`src/hw/rtl/assert_macros.svh`:
```
// Assertion macros for the RTL file that checks its own logic.
`ifndef ASSERT_MACROS_SVH
`define ASSERT_MACROS_SVH
`ifndef SYNTH
// Clocked check, idle while reset is held.
`define PSC_ASSERT_RST(label, clk, rst_n, prop, msg) \
    label: assert property (@(posedge clk) disable iff (!rst_n) (prop)) else $error(msg);
// Clocked check that also holds through reset.
`define PSC_ASSERT_ANY(label, clk, prop, msg) \
    label: assert property (@(posedge clk) (prop)) else $error(msg);
`else
`define PSC_ASSERT_RST(label, clk, rst_n, prop, msg)
`define PSC_ASSERT_ANY(label, clk, prop, msg)
`endif
`endif

```
`src/hw/rtl/psc_pkg.sv`:
```
// Types and fixed-point constants of the parabolic sine/cosine unit.
`default_nettype none
package psc_pkg;

    typedef logic signed [15:0] angle_t;      // Q3.12 input angle
    typedef logic signed [14:0] red_angle_t;  // Q2.12 angle within -pi..pi
    typedef logic signed [15:0] unit_t;       // Q1.14 result

    localparam int LANE_STAGES = 8;
    localparam int PIPE_STAGES = LANE_STAGES + 1;

    typedef logic [LANE_STAGES-1:0] lane_en_t;

    // Angle constants in Q3.12, sized for the 17-bit reduction arithmetic.
    localparam logic signed [16:0] PI_Q12      = 17'sd12868;
    localparam logic signed [16:0] TWO_PI_Q12  = 17'sd25736;
    localparam logic signed [16:0] HALF_PI_Q12 = 17'sd6434;

    // Parabola and correction coefficients.
    localparam logic signed [35:0] LIN_Q20  = 36'sd1335088;  // 4/pi, Q.20
    localparam logic signed [47:0] SQR_Q20  = 48'sd424972;   // 4/pi^2, Q.20
    localparam logic signed [42:0] CORR_Q16 = 43'sd14746;    // 0.225, Q.16

    localparam unit_t ONE_Q14 = 16'sd16384;

endpackage
`default_nettype wire

```
`src/hw/rtl/psc_para.sv`:
```
// Eight-stage lane: parabolic sine of a reduced angle with the correction term.
`default_nettype none
module psc_para
(
    input  logic                   clk,
    input  psc_pkg::lane_en_t      en,
    input  psc_pkg::red_angle_t    x,
    output psc_pkg::unit_t         y
);

    localparam logic [47:0] RND48 = 48'd1 << 29;
    localparam logic [45:0] RND46 = 46'd1 << 29;

    function automatic psc_pkg::unit_t sat_unit(input logic signed [17:0] v);
        logic signed [17:0] one_ext;
        one_ext = 18'(psc_pkg::ONE_Q14);
        if (v > one_ext)
        begin
            return psc_pkg::ONE_Q14;
        end
        else if (v < -one_ext)
        begin
            return -psc_pkg::ONE_Q14;
        end
        else
        begin
            return v[15:0];
        end
    endfunction

    // Stage 1: linear term and x*|x|
    logic [13:0]         ax;
    logic signed [35:0]  x36;
    logic signed [28:0]  x29;
    logic signed [28:0]  ax29;
    logic signed [35:0]  lin_p_next;
    logic signed [35:0]  lin_p_reg;
    logic signed [28:0]  xax_next;
    logic signed [28:0]  xax_reg;
    // Stage 2: square term
    logic signed [35:0]  lin_p2_reg;
    logic signed [47:0]  sqr_next;
    logic signed [47:0]  sqr_reg;
    // Stage 3: parabola in Q.44
    logic signed [47:0]  v_next;
    logic signed [47:0]  v_reg;
    // Stage 4: round to Q1.14 and saturate
    logic [47:0]         rsum1;
    psc_pkg::unit_t      y1_next;
    psc_pkg::unit_t      y1_reg;
    // Stage 5: y*|y| - y, Q.28
    logic [14:0]         ay;
    logic signed [15:0]  t16;
    logic signed [31:0]  prod32;
    logic signed [29:0]  diff_next;
    logic signed [29:0]  diff_reg;
    psc_pkg::unit_t      y2_reg;
    // Stage 6: scale by 0.225
    logic signed [42:0]  corr_next;
    logic signed [42:0]  corr_reg;
    psc_pkg::unit_t      y3_reg;
    // Stage 7: add y in Q.44
    logic signed [45:0]  acc_next;
    logic signed [45:0]  acc_reg;
    // Stage 8: final round and saturate
    logic [45:0]         rsum2;
    logic signed [15:0]  r2;
    psc_pkg::unit_t      y_next;
    psc_pkg::unit_t      y_reg;

    always_comb
    begin
        ax         = x[14] ? 14'(-x) : 14'(x);
        x36        = 36'(x);
        x29        = 29'(x);
        ax29       = signed'(29'(ax));
        lin_p_next = x36 * psc_pkg::LIN_Q20;
        xax_next   = x29 * ax29;

        sqr_next = 48'(xax_reg) * psc_pkg::SQR_Q20;

        v_next = (48'(lin_p2_reg) <<< 12) - sqr_reg;

        // Ties away from zero: drop one from the half for negative values.
        rsum1   = $unsigned(v_reg) + RND48 - {47'd0, v_reg[47]};
        y1_next = sat_unit(signed'(rsum1[47:30]));

        ay        = y1_reg[15] ? 15'(-y1_reg) : 15'(y1_reg);
        t16       = signed'(16'(ay)) - psc_pkg::ONE_Q14;
        prod32    = 32'(y1_reg) * 32'(t16);
        diff_next = prod32[29:0];

        corr_next = 43'(diff_reg) * psc_pkg::CORR_Q16;

        acc_next = 46'(corr_reg) + (46'(y3_reg) <<< 30);

        rsum2  = $unsigned(acc_reg) + RND46 - {45'd0, acc_reg[45]};
        r2     = signed'(rsum2[45:30]);
        y_next = sat_unit(18'(r2));
    end

    always_ff @(posedge clk)
    begin
        if (en[0])
        begin
            lin_p_reg <= lin_p_next;
            xax_reg   <= xax_next;
        end
        if (en[1])
        begin
            lin_p2_reg <= lin_p_reg;
            sqr_reg    <= sqr_next;
        end
        if (en[2])
        begin
            v_reg <= v_next;
        end
        if (en[3])
        begin
            y1_reg <= y1_next;
        end
        if (en[4])
        begin
            diff_reg <= diff_next;
            y2_reg   <= y1_reg;
        end
        if (en[5])
        begin
            corr_reg <= corr_next;
            y3_reg   <= y2_reg;
        end
        if (en[6])
        begin
            acc_reg <= acc_next;
        end
        if (en[7])
        begin
            y_reg <= y_next;
        end
    end

    assign y = y_reg;

endmodule
`default_nettype wire

```
`config.mk`:
```
export PLATFORM = sky130hd
export DESIGN_NAME = psc_para
export DESIGN_NICKNAME = d
export VERILOG_FILES = /design/src/hw/rtl/assert_macros.svh /design/src/hw/rtl/psc_pkg.sv /design/src/hw/rtl/psc_para.sv
export SDC_FILE = /design/constraint.sdc
export NUM_CORES = 2
export LEC_CHECK = 0
export BUFFER_PORTS_ARGS = -buffer_cell sky130_fd_sc_hd__buf_2
export CORE_MARGIN = 10
export CORE_UTILIZATION = 40
export DETAILED_ROUTE_END_ITERATION = 8
export GPL_ROUTABILITY_DRIVEN = 0
export PLACE_DENSITY_LB_ADDON = 0.25
export REMOVE_ABC_BUFFERS = 1
export SETUP_SLACK_MARGIN = 0.15
export SYNTH_ARGS = -nofsm -noshare
export SYNTH_HDL_FRONTEND = slang
export SYNTH_SLANG_ARGS = --single-unit
```
`constraint.sdc`:
```
create_clock -name clk -period 9.8 [get_ports clk]
set_input_delay 0 -clock clk [delete_from_list [all_inputs] [get_ports clk]]
set_output_delay 0 -clock clk [all_outputs]
set_load 0.1 [all_outputs]
```
==> impl_summary.txt <==
----------------------------------------------------
[Timing]
  Worst-case setup margin in the final layout ... 1220 ps
  Final number of hold-violating endpoints ... 0
  Max Fclk ... 117 MHz
  Fin crit share ... 87.5%
  Max-slew violations ... 0
  Final setup violation count ... 0
  Shortest period the worst path allows ... 8580 ps
  Unrepaired setup endpoints after global routing ... no
  Transition time of the tightest slew-check pin ... 1230 ps
  Final setup TNS ... 0 ps
  Headroom to the max-slew limit ... 17.4%
  Worst Skew ... 21.8 ps

[Yosys]
  Seq/Total Area, Yosys ... 19.4%
  Biggest area contributors in the synthesized netlist ... sky130_fd_sc_hd__fa_1, sky130_fd_sc_hd__edfxtp_1, sky130_fd_sc_hd__ha_1
  Count of cell types in the netlist ... 96
  Area fraction in and, or, nand and nor cells after synthesis ... 9.42%
  Total standard cell area after synthesis ... 56,000 um^2
  EDFF count, synth ... 362
  Compound-Gate Fraction of Synth Area ... 8.65%
  Cell taking the most area after synthesis ... sky130_fd_sc_hd__fa_1
  Post-synth ARST share ... 0%
  Post-Synthesis Cells ... 5,478
  Area share of the leading cell type in the synthesized netlist ... 31.7%
  Main combinational cell family by area after synthesis ... adder cells
  Post-Synth Adder-Cell Area ... 48.8%
  Synth Area per Inst ... 10.2 um^2
  Multiplexer area fraction after synthesis ... 0.107%
  Number of synthesized register bits ... 362
  Number of warnings printed during yosys synthesis ... 0
  Most frequent cells after synthesis ... sky130_fd_sc_hd__inv_1, sky130_fd_sc_hd__fa_1, sky130_fd_sc_hd__ha_1
  Most used standard cell by instance count after synthesis ... sky130_fd_sc_hd__inv_1
  Most used DFF post-synth ... sky130_fd_sc_hd__edfxtp_1
  Area share of xor/xnor cells in the synthesized design ... 4.50%

[Placed design]
  Buffers added on ports ... 39
  Post-Place Worst Slack ... 1210 ps
  Number of placed cells counting well taps ... 7,349
  HPWL after detailed placement ... 108,000 um

[Detailed routing]
  Drt initial violations ... 1,735
  Drt via density ... 4.96
  Routed length per placed instance ... 17.0 um
  Total vias in the final route ... 36,800
  Number of search-and-repair iterations in the first detailed-routing pass ... 6
  Total Routed Length ... 126,000 um
  Number of DRC violations after detailed routing ... 0
  Remaining number of nets flagged by the antenna check after routing ... 0

[Critical path]
  Arrival time reported for the critical path endpoint ... 8910 ps
  Slack of the worst reg-to-reg path ... 1510 ps
  Most common cell on crit path ... sky130_fd_sc_hd__fa_1
  CP required ... 10,140 ps
  Endpoint type of the worst setup path ... flop
  Longest individual stage delay on the worst path ... 720 ps
  Startpoint type of the worst setup path ... input port
  Cell with the largest stage delay on the worst path ... sky130_fd_sc_hd__o31ai_1
  Category of the most critical setup path ... in2reg
  Max FO, Critical Path ... 20

[CTS]
  Master cell of the clock root buffer ... sky130_fd_sc_hd__clkbuf_16
  CTS Buf Count ... 43
  Maximum buffer depth of the clock tree ... 3
  Worst-skew pair later-pin latency ... 620 ps
  Post-CTS clock slew at the launch and capture registers of the worst setup and hold paths ... 60 ps
  Cts repair resizes ... 0
  Count of clock tree sinks ... 362
  Number of H-tree levels ... 2
  CTS tree ... built

[Global route]
  Via count of the first global-routing pass ... 39,600
  Global-route wire length before repair ... 208,000 um
  Global router's overall resource usage ... 16.4%
  Antenna violations before repair ... 2
  Largest net degree at the start of global routing ... 66
  Total congestion overflow ... 0

[Worst hold path]
  Min-delay worst type ... in2reg

[Floorplan]
  Area of the die ... 155,000 um^2
  Die X-Extent ... 394 um
  Starting Density ... 40.2%
  Number of ports placed on the die boundary ... 40
  Die boundary height ... 394 um
  Core Rows ... 137
  Placeable core region ... 139,000 um^2

[Run status]
  Result of the run ... finished clean

[Layout]
  Final standard cell count with taps included and fillers excluded ... 7,433
  Net count of the finished layout ... 7,196
  Layout cells sized above 1 ... 3.65%
  Diodes inserted ... 0
  P&R area growth vs syn ... 7.20%

[Flow run]
  Number of violations of the max-capacitance limit ... 0

----------------------------------------------------
[per-stage QoR]
stage	cell area (um^2)	hold slack, ps	util [%]
6_report	60000	21.4	43.1
5_1_grt	60000	35.2	43.1
4_1_cts	60000	7.43	43.1
3_5_place_dp	58500	393	42.0
3_3_place_gp	58500	390	42.0
2_1_floorplan	55700	98.9	-
[final cells by class]
| cell class | count | area, um^2 |
|---|---|---|
| tap | 1876 | 2350 |
| sequential | 362 | 10900 |
| timing repair buffer | 88 | 576 |
| multi-input combinational | 3756 | 40000 |
| clock inverter | 29 | 358 |
| fill | 13400 | 79300 |
| clock buffer | 51 | 1110 |
| inverter | 1271 | 4770 |
[layer usage]
metal	track usage [%]	part of all wire [%]	vias to the layer above
met3	1.97	3.9	163
met5	0	0	-
met2	29.3	50	655
met1	20.9	44	18300
met4	4.12	2.7	0
li1	-	-	17700
[logic make-up after synthesis]
logic type / count (synthesis)
compound gates: 715
simple gates: 1097
xor+xnor: 288
mux: 6
flops: 362
buf+inv: 1360
fa+ha+maj: 1650
[cell usage in the layout (no fill, tap or decap), drive strengths merged, types with 15 or more instances in the layout]
cell type,netlist,routed
o21ai,115,115
o21bai,29,29
and2,135,135
o31ai,17,17
o21a,36,36
xnor2,215,215
a31oi,24,24
clkbuf,82,51
nor2b,33,33
clkinv,4,16
a211oi,33,33
edfxtp,362,362
nand2,391,391
fa,888,888
nor4,15,15
ha,762,762
a21o,96,96
o211ai,18,18
nand3,56,56
xor2,73,73
buf,7,84
or3,18,18
nand4,27,27
inv,1267,1274
and3,41,41
a21oi,207,207
nand2b,46,46
a21boi,16,16
nor3,59,59
nor2,227,227
[path summary, 6_finish.rpt]
check / end / cells past startpoint / start
max: xax_reg[28]$_DFFE_PP_ / 29 / x[0]
min: y2_reg[13]$_DFFE_PP_ / 2 / en[4]
max reg2reg: diff_reg[29]$_DFFE_PP_ / 28 / y1_reg[3]$_SDFFCE_PP0P_
min reg2reg: lin_p2_reg[11]$_DFFE_PP_ / 0 / lin_p_reg[11]$_DFFE_PP_
[repair_timing]
| item | in CTS | in global routing |
|---|---|---|
| hold buffers | 4 | 0 |
| hold endpoints to repair | 45 | 0 |
| buffers inserted | 0 | 0 |
[worst max-delay path: cells and delay by family]
kind | cells | cell delay, ps
buffers and inverters | 6 | 1380
XOR/XNOR | 2 | 650
AND/OR/NAND/NOR | 3 | 480
adder cells (fa/ha/maj) | 7 | 3190
AO/OA/AOI/OAI | 11 | 3170
Power is not shown: default switching activity piles up to over one toggle a cycle in this logic, so the estimate is an artifact.
