--- src/hw/rtl/assert_macros.svh ---
// Assertion macros for the RTL file that checks its own logic.
`ifndef ASSERT_MACROS_SVH
`define ASSERT_MACROS_SVH
`ifndef SYNTH
// Clocked check, idle while reset is held.
`define PSC_ASSERT_RST(label, clk, rst_n, prop, msg) \
    label: assert property (@(posedge clk) disable iff (!rst_n) (prop)) else $error(msg);
// Clocked check that also holds through reset.
`define PSC_ASSERT_ANY(label, clk, prop, msg) \
    label: assert property (@(posedge clk) (prop)) else $error(msg);
`else
`define PSC_ASSERT_RST(label, clk, rst_n, prop, msg)
`define PSC_ASSERT_ANY(label, clk, prop, msg)
`endif
`endif

--- src/hw/rtl/psc_pkg.sv ---
// Types and fixed-point constants of the parabolic sine/cosine unit.
`default_nettype none
package psc_pkg;

    typedef logic signed [15:0] angle_t;      // Q3.12 input angle
    typedef logic signed [14:0] red_angle_t;  // Q2.12 angle within -pi..pi
    typedef logic signed [15:0] unit_t;       // Q1.14 result

    localparam int LANE_STAGES = 8;
    localparam int PIPE_STAGES = LANE_STAGES + 1;

    typedef logic [LANE_STAGES-1:0] lane_en_t;

    // Angle constants in Q3.12, sized for the 17-bit reduction arithmetic.
    localparam logic signed [16:0] PI_Q12      = 17'sd12868;
    localparam logic signed [16:0] TWO_PI_Q12  = 17'sd25736;
    localparam logic signed [16:0] HALF_PI_Q12 = 17'sd6434;

    // Parabola and correction coefficients.
    localparam logic signed [35:0] LIN_Q20  = 36'sd1335088;  // 4/pi, Q.20
    localparam logic signed [47:0] SQR_Q20  = 48'sd424972;   // 4/pi^2, Q.20
    localparam logic signed [42:0] CORR_Q16 = 43'sd14746;    // 0.225, Q.16

    localparam unit_t ONE_Q14 = 16'sd16384;

endpackage
`default_nettype wire

--- src/hw/rtl/psc_reduce.sv ---
// Angle reduction stage: wrap into -pi..pi and form the cosine argument.
`default_nettype none
module psc_reduce
(
    input  logic                   clk,
    input  logic                   load,
    input  psc_pkg::angle_t        angle,
    output psc_pkg::red_angle_t    sin_arg,
    output psc_pkg::red_angle_t    cos_arg
);

    logic signed [16:0]  a_ext;
    logic signed [16:0]  a_wrap;
    logic signed [16:0]  c_sum;
    logic signed [16:0]  c_wrap;
    psc_pkg::red_angle_t sin_arg_reg;
    psc_pkg::red_angle_t sin_arg_next;
    psc_pkg::red_angle_t cos_arg_reg;
    psc_pkg::red_angle_t cos_arg_next;

    always_comb
    begin
        a_ext = 17'(angle);
        // One wrap covers the whole input range; +-pi itself stays.
        if (a_ext < -psc_pkg::PI_Q12)
        begin
            a_wrap = a_ext + psc_pkg::TWO_PI_Q12;
        end
        else if (a_ext > psc_pkg::PI_Q12)
        begin
            a_wrap = a_ext - psc_pkg::TWO_PI_Q12;
        end
        else
        begin
            a_wrap = a_ext;
        end

        c_sum = a_wrap + psc_pkg::HALF_PI_Q12;
        if (c_sum > psc_pkg::PI_Q12)
        begin
            c_wrap = c_sum - psc_pkg::TWO_PI_Q12;
        end
        else
        begin
            c_wrap = c_sum;
        end

        sin_arg_next = a_wrap[14:0];
        cos_arg_next = c_wrap[14:0];
    end

    always_ff @(posedge clk)
    begin
        if (load)
        begin
            sin_arg_reg <= sin_arg_next;
            cos_arg_reg <= cos_arg_next;
        end
    end

    assign sin_arg = sin_arg_reg;
    assign cos_arg = cos_arg_reg;

endmodule
`default_nettype wire

--- config.mk ---
export PLATFORM = sky130hd
export DESIGN_NAME = psc_reduce
export DESIGN_NICKNAME = d
export VERILOG_FILES = /design/src/hw/rtl/assert_macros.svh /design/src/hw/rtl/psc_pkg.sv /design/src/hw/rtl/psc_reduce.sv
export SDC_FILE = /design/constraint.sdc
export NUM_CORES = 1
export LEC_CHECK = 0
export BUFFER_PORTS_ARGS = -buffer_cell sky130_fd_sc_hd__buf_2
export CAP_MARGIN = 20
export CORE_MARGIN = 2
export CORE_UTILIZATION = 25
export CTS_BUF_LIST = sky130_fd_sc_hd__clkbuf_2
export CTS_CLUSTER_DIAMETER = 150
export DETAILED_ROUTE_END_ITERATION = 10
export MAX_ROUTING_LAYER = met4
export PLACE_DENSITY = 0.43
export SLEW_MARGIN = 20
export SYNTH_ARGS = -nofsm -noshare
export SYNTH_HDL_FRONTEND = slang
export SYNTH_SLANG_ARGS = --single-unit
--- constraint.sdc ---
create_clock -name clk -period 5.3 [get_ports clk]
set_input_delay 1.06 -clock clk [delete_from_list [all_inputs] [get_ports clk]]
set_output_delay 1.06 -clock clk [all_outputs]
set_load 0.005 [all_outputs]
==> flow_summary.html <==
<table>
<tr><th>Metric</th><th>Value</th></tr>
<tr><th colspan="2">Outcome</th></tr>
<tr><td>Result of the run</td><td>finished clean</td></tr>
<tr><th colspan="2">Clocking</th></tr>
<tr><td>TritonCTS clock tree</td><td>built</td></tr>
<tr><td>Max Root-Sink Buffers</td><td>2</td></tr>
<tr><td>Setup fix buffers added after clock tree synthesis</td><td>0</td></tr>
<tr><td>CTS Root Buffer Type</td><td>sky130_fd_sc_hd__clkbuf_2</td></tr>
<tr><td>Hold-fix buffer count after cts</td><td>0</td></tr>
<tr><td>Clock sink count</td><td>29</td></tr>
<tr><td>Clock slew seen by the registers of the worst setup and hold paths</td><td>170 ps</td></tr>
<tr><td>Number of H-tree branching levels</td><td>2</td></tr>
<tr><td>Number of buffers added by the clock tree synthesis step</td><td>5</td></tr>
<tr><td>Post-cts sizing count</td><td>0</td></tr>
<tr><th colspan="2">Pwr</th></tr>
<tr><td>Int Pwr</td><td>between 0.5 and 0.6 mW</td></tr>
<tr><td>Clock share of power</td><td>approximately an eighth</td></tr>
<tr><td>Power spent charging and discharging nets</td><td>about 0.29 mW</td></tr>
<tr><td>Gate power share</td><td>47.4%</td></tr>
<tr><td>Worst-case vdd ir drop</td><td>a little over 0.1 mV</td></tr>
<tr><td>Sequential Power Share</td><td>between 30 and 40%</td></tr>
<tr><td>Overall power consumption</td><td>about 0.81 mW</td></tr>
<tr><td>Leakage Power</td><td>around 1.2 nW</td></tr>
<tr><td>Cell Pwr Density</td><td>around 260 mW/mm^2</td></tr>
<tr><td>Sw Share</td><td>between 30% and 40%</td></tr>
<tr><th colspan="2">Worst setup path</th></tr>
<tr><td>Arrival time of data at the critical path endpoint</td><td>between 4000 and 5000 ps</td></tr>
<tr><td>Startpoint-to-endpoint class of the critical path</td><td>primary input to flip-flop</td></tr>
<tr><td>Critical Path Source Type</td><td>primary input</td></tr>
<tr><td>Maximum net fanout on the critical path</td><td>10</td></tr>
<tr><td>Critical path capture point type</td><td>flip-flop</td></tr>
<tr><td>Worst endpoint required time</td><td>5410 ps</td></tr>
<tr><th colspan="2">STA</th></tr>
<tr><td>Number of endpoints failing setup at the final stage</td><td>0</td></tr>
<tr><td>Unrepaired setup endpoints after global routing</td><td>no</td></tr>
<tr><td>Highest achievable clock rate</td><td>207.2 MHz</td></tr>
<tr><td>Final Slew Violations</td><td>0</td></tr>
<tr><td>Final total negative setup slack</td><td>0 ps</td></tr>
<tr><td>Final hold slack</td><td>approximately 900 ps</td></tr>
<tr><td>Transition time of the tightest slew-check pin</td><td>657.5 ps</td></tr>
<tr><td>Period minus WS final</td><td>around 4800 ps</td></tr>
<tr><td>Final Hold Violating Endpoints</td><td>0</td></tr>
<tr><td>Post-route clock period utilization</td><td>91.08%</td></tr>
<tr><td>Relative slew margins</td><td>between 50% and 60%</td></tr>
<tr><th colspan="2">Placed design</th></tr>
<tr><td>Final weighted congestion of routability-driven global placement</td><td>0.8143</td></tr>
<tr><td>HPWL after DPL</td><td>5042 um</td></tr>
<tr><td>Number of I/O port buffers</td><td>47</td></tr>
<tr><th colspan="2">Routing</th></tr>
<tr><td>Remaining antenna violation count after routing</td><td>0</td></tr>
<tr><td>Number of search-and-repair iterations in the first detailed-routing pass</td><td>4</td></tr>
<tr><td>Remaining design rule violation count</td><td>0</td></tr>
<tr><td>Ratio of routed vias to standard cells</td><td>between 4 and 5</td></tr>
<tr><td>Via count of the routed design</td><td>between 2000 and 2500</td></tr>
<tr><td>Number of DRC violations after detailed-routing iteration 0</td><td>84</td></tr>
<tr><td>Routed wire per std cell</td><td>14.45 um</td></tr>
<tr><td>Total length of routed wires</td><td>roughly 6600 um</td></tr>
<tr><th colspan="2">Yosys</th></tr>
<tr><td>Number of flip-flops and latches in the synthesized netlist</td><td>29</td></tr>
<tr><td>Number of nets in the synthesized netlist</td><td>between 200 and 300</td></tr>
<tr><td>Synth async-reset ratio</td><td>0%</td></tr>
<tr><td>Post-synthesis average cell area</td><td>slightly below 10 sq um</td></tr>
<tr><td>Main area contributors after synthesis</td><td>sky130_fd_sc_hd__edfxtp_1, sky130_fd_sc_hd__xnor2_1, sky130_fd_sc_hd__ha_1</td></tr>
<tr><td>Most frequently used cell type in the post-synthesis netlist</td><td>sky130_fd_sc_hd__edfxtp_1</td></tr>
<tr><td>Cell types with the highest counts after synthesis</td><td>sky130_fd_sc_hd__edfxtp_1, sky130_fd_sc_hd__xnor2_1, sky130_fd_sc_hd__nor2_1</td></tr>
<tr><td>Post-Syn Area</td><td>roughly 0.0026 sq mm</td></tr>
<tr><td>Seq/Total Area, Yosys</td><td>between 30% and 40%</td></tr>
<tr><td>Share of the synthesized area in the top cell type</td><td>33.62%</td></tr>
<tr><td>Count of cell types in the netlist</td><td>slightly below 80</td></tr>
<tr><td>Largest area contributor in the netlist</td><td>sky130_fd_sc_hd__edfxtp_1</td></tr>
<tr><td>EDFF count, synth</td><td>29</td></tr>
<tr><td>Prevailing post-synth register cell</td><td>sky130_fd_sc_hd__edfxtp_1</td></tr>
<tr><td>Yosys Warn Count</td><td>0</td></tr>
<tr><td>Mapped Cells</td><td>261</td></tr>
<tr><th colspan="2">Hold path</th></tr>
<tr><td>Cell depth of the worst hold path</td><td>1</td></tr>
<tr><td>Min-Delay Endpoint</td><td>sin_arg[0]$_DFFE_PP_</td></tr>
<tr><td>Hold WC Path Type</td><td>primary input to flip-flop</td></tr>
<tr><td>Hold_sp</td><td>angle[0]</td></tr>
<tr><th colspan="2">Layout</th></tr>
<tr><td>Number of inserted filler cells in the final layout</td><td>between 1000 and 1500</td></tr>
<tr><td>Max FFs per register</td><td>15</td></tr>
<tr><td>Diode count</td><td>0</td></tr>
<tr><td>Net count reported at finish</td><td>between 300 and 400</td></tr>
<tr><td>Synthesis-to-finish area growth</td><td>18.99%</td></tr>
<tr><td>Share of cells above drive strength 1</td><td>about 33%</td></tr>
<tr><th colspan="2">Floorplanning</th></tr>
<tr><td>Placeable Area</td><td>approximately 0.010 sq mm</td></tr>
<tr><td>Effective utilization at floorplan</td><td>between 20% and 30%</td></tr>
<tr><td>Die Span Y</td><td>~110 um</td></tr>
<tr><td>Die width</td><td>roughly 110 um</td></tr>
<tr><td>Top-level port count</td><td>48</td></tr>
<tr><td>Overall die area</td><td>between 0.01 and 0.015 sq mm</td></tr>
<tr><td>Floorplan row count</td><td>37</td></tr>
<tr><th colspan="2">GRT</th></tr>
<tr><td>Total congestion overflow</td><td>0</td></tr>
<tr><td>M1 GR Usage</td><td>between 15 and 20%</td></tr>
<tr><td>Met2 demand-to-capacity share in global routing</td><td>between 10% and 20%</td></tr>
<tr><td>Maximum number of pins on one net before global-route repair</td><td>30</td></tr>
<tr><td>Layer carrying the most global-route usage</td><td>met2</td></tr>
<tr><td>Via count of the first global-routing pass</td><td>around 2100</td></tr>
<tr><td>Global-route wire length before repair</td><td>~10000 um</td></tr>
<tr><td>Initial antenna violation count</td><td>0</td></tr>
<tr><td>Global routing met3 resource utilization</td><td>under 10%</td></tr>
<tr><td>Tot GR Track Use</td><td>between 10% and 20%</td></tr>
<tr><th colspan="2">Job</th></tr>
<tr><td>MaxCap Viol Count</td><td>0</td></tr>
</table>
-- cell type report --
| type | instances | area (sq um) | share of cell area (%) |
|---|---|---|---|
| sequential | 29 | 870.8 | 28.26 |
| clock inverter | 1 | 3.754 | 0.1218 |
| clock buffer | 6 | 30.03 | 0.9744 |
| inverter | 11 | 41.29 | 1.340 |
| tap | 136 | 170.2 | 5.522 |
| timing repair buffer | 70 | 407.9 | 13.24 |
| multi-input combinational | 202 | 1558 | 50.55 |
-- logic make-up after synthesis --
kind of cell / Yosys count / share of synthesized area, %
AND/OR/NAND/NOR: 88 / 19.81
multiplexers: 1 / 0.3865
XOR/XNOR: 31 / 12.37
AO/OA/AOI/OAI: 76 / 24.69
flip-flops: 29 / 33.62
adder cells (fa/ha/maj): 6 / 2.898
buffers and inverters: 30 / 6.231
-- power groups by stage --
stage | Combinational (mW) | Sequential (mW) | Clock [mW]
after floorplan | 0.252 | 0.339 | 0
after detailed placement | 0.389 | 0.330 | 0
after global routing | 0.427 | 0.328 | 0.118
final | 0.386 | 0.323 | 0.105
after CTS | 0.389 | 0.325 | 0.110
after global placement | 0.387 | 0.330 | 0
-- critical path: stages --
cell and delay [ps]:
sky130_fd_sc_hd__buf_2 170, sky130_fd_sc_hd__nor4b_4 300, sky130_fd_sc_hd__nand4_2 160, sky130_fd_sc_hd__o41a_1 550, sky130_fd_sc_hd__a32oi_2 310, sky130_fd_sc_hd__xor2_2 310, sky130_fd_sc_hd__inv_2 160, sky130_fd_sc_hd__o211a_1 340
sky130_fd_sc_hd__xnor2_4 190, sky130_fd_sc_hd__or4_4 560, sky130_fd_sc_hd__nor4_4 200, sky130_fd_sc_hd__a21oi_1 80, sky130_fd_sc_hd__o211a_1 210, sky130_fd_sc_hd__or3_1 320
-- layout by cell type (no fill, tap or decap), types with 5 or more instances in the layout --
master	count
sky130_fd_sc_hd__xor2_1	5
sky130_fd_sc_hd__clkbuf_2	6
sky130_fd_sc_hd__nor2_1	18
sky130_fd_sc_hd__buf_4	23
sky130_fd_sc_hd__o21ai_0	9
sky130_fd_sc_hd__buf_2	47
sky130_fd_sc_hd__a21oi_1	9
sky130_fd_sc_hd__nor3_1	8
sky130_fd_sc_hd__nand2_1	15
sky130_fd_sc_hd__a31oi_1	7
sky130_fd_sc_hd__ha_1	6
sky130_fd_sc_hd__xnor2_1	21
sky130_fd_sc_hd__inv_1	9
sky130_fd_sc_hd__nand3_1	13
sky130_fd_sc_hd__edfxtp_1	29
-- worst max path at each step --
stage,slack (ps),start,to,depth (start not counted)
after floorplan,550,angle[10],cos_arg[12]$_DFFE_PP_,17
after global placement,140,angle[11],cos_arg[14]$_DFFE_PP_,14
after detailed placement,140,angle[11],cos_arg[14]$_DFFE_PP_,14
after CTS,540,angle[11],cos_arg[14]$_DFFE_PP_,14
after global routing,370,angle[11],cos_arg[14]$_DFFE_PP_,14
final,470,angle[11],cos_arg[14]$_DFFE_PP_,14
-- stage by stage --
step | utilization (%) | setup WS, ps | cells | area, sq um
2_1_floorplan | - | 549.1 | 261 | 2590
3_3_place_gp | 29.93 | 145.0 | 448 | 3048
3_5_place_dp | 29.93 | 137.1 | 448 | 3048
4_1_cts | 30.26 | 535.7 | 455 | 3082
5_1_grt | 30.26 | 368.1 | 455 | 3082
6_report | 30.26 | 472.6 | 455 | 3082
-- per-layer routing --
metal	part of all wire [%]	routed length (um)
met5	0	0
met4	1.2	80
met3	4.4	287
met2	46	3024
met1	48	3180
No activity file was read; power rests on OpenSTA's default activity.
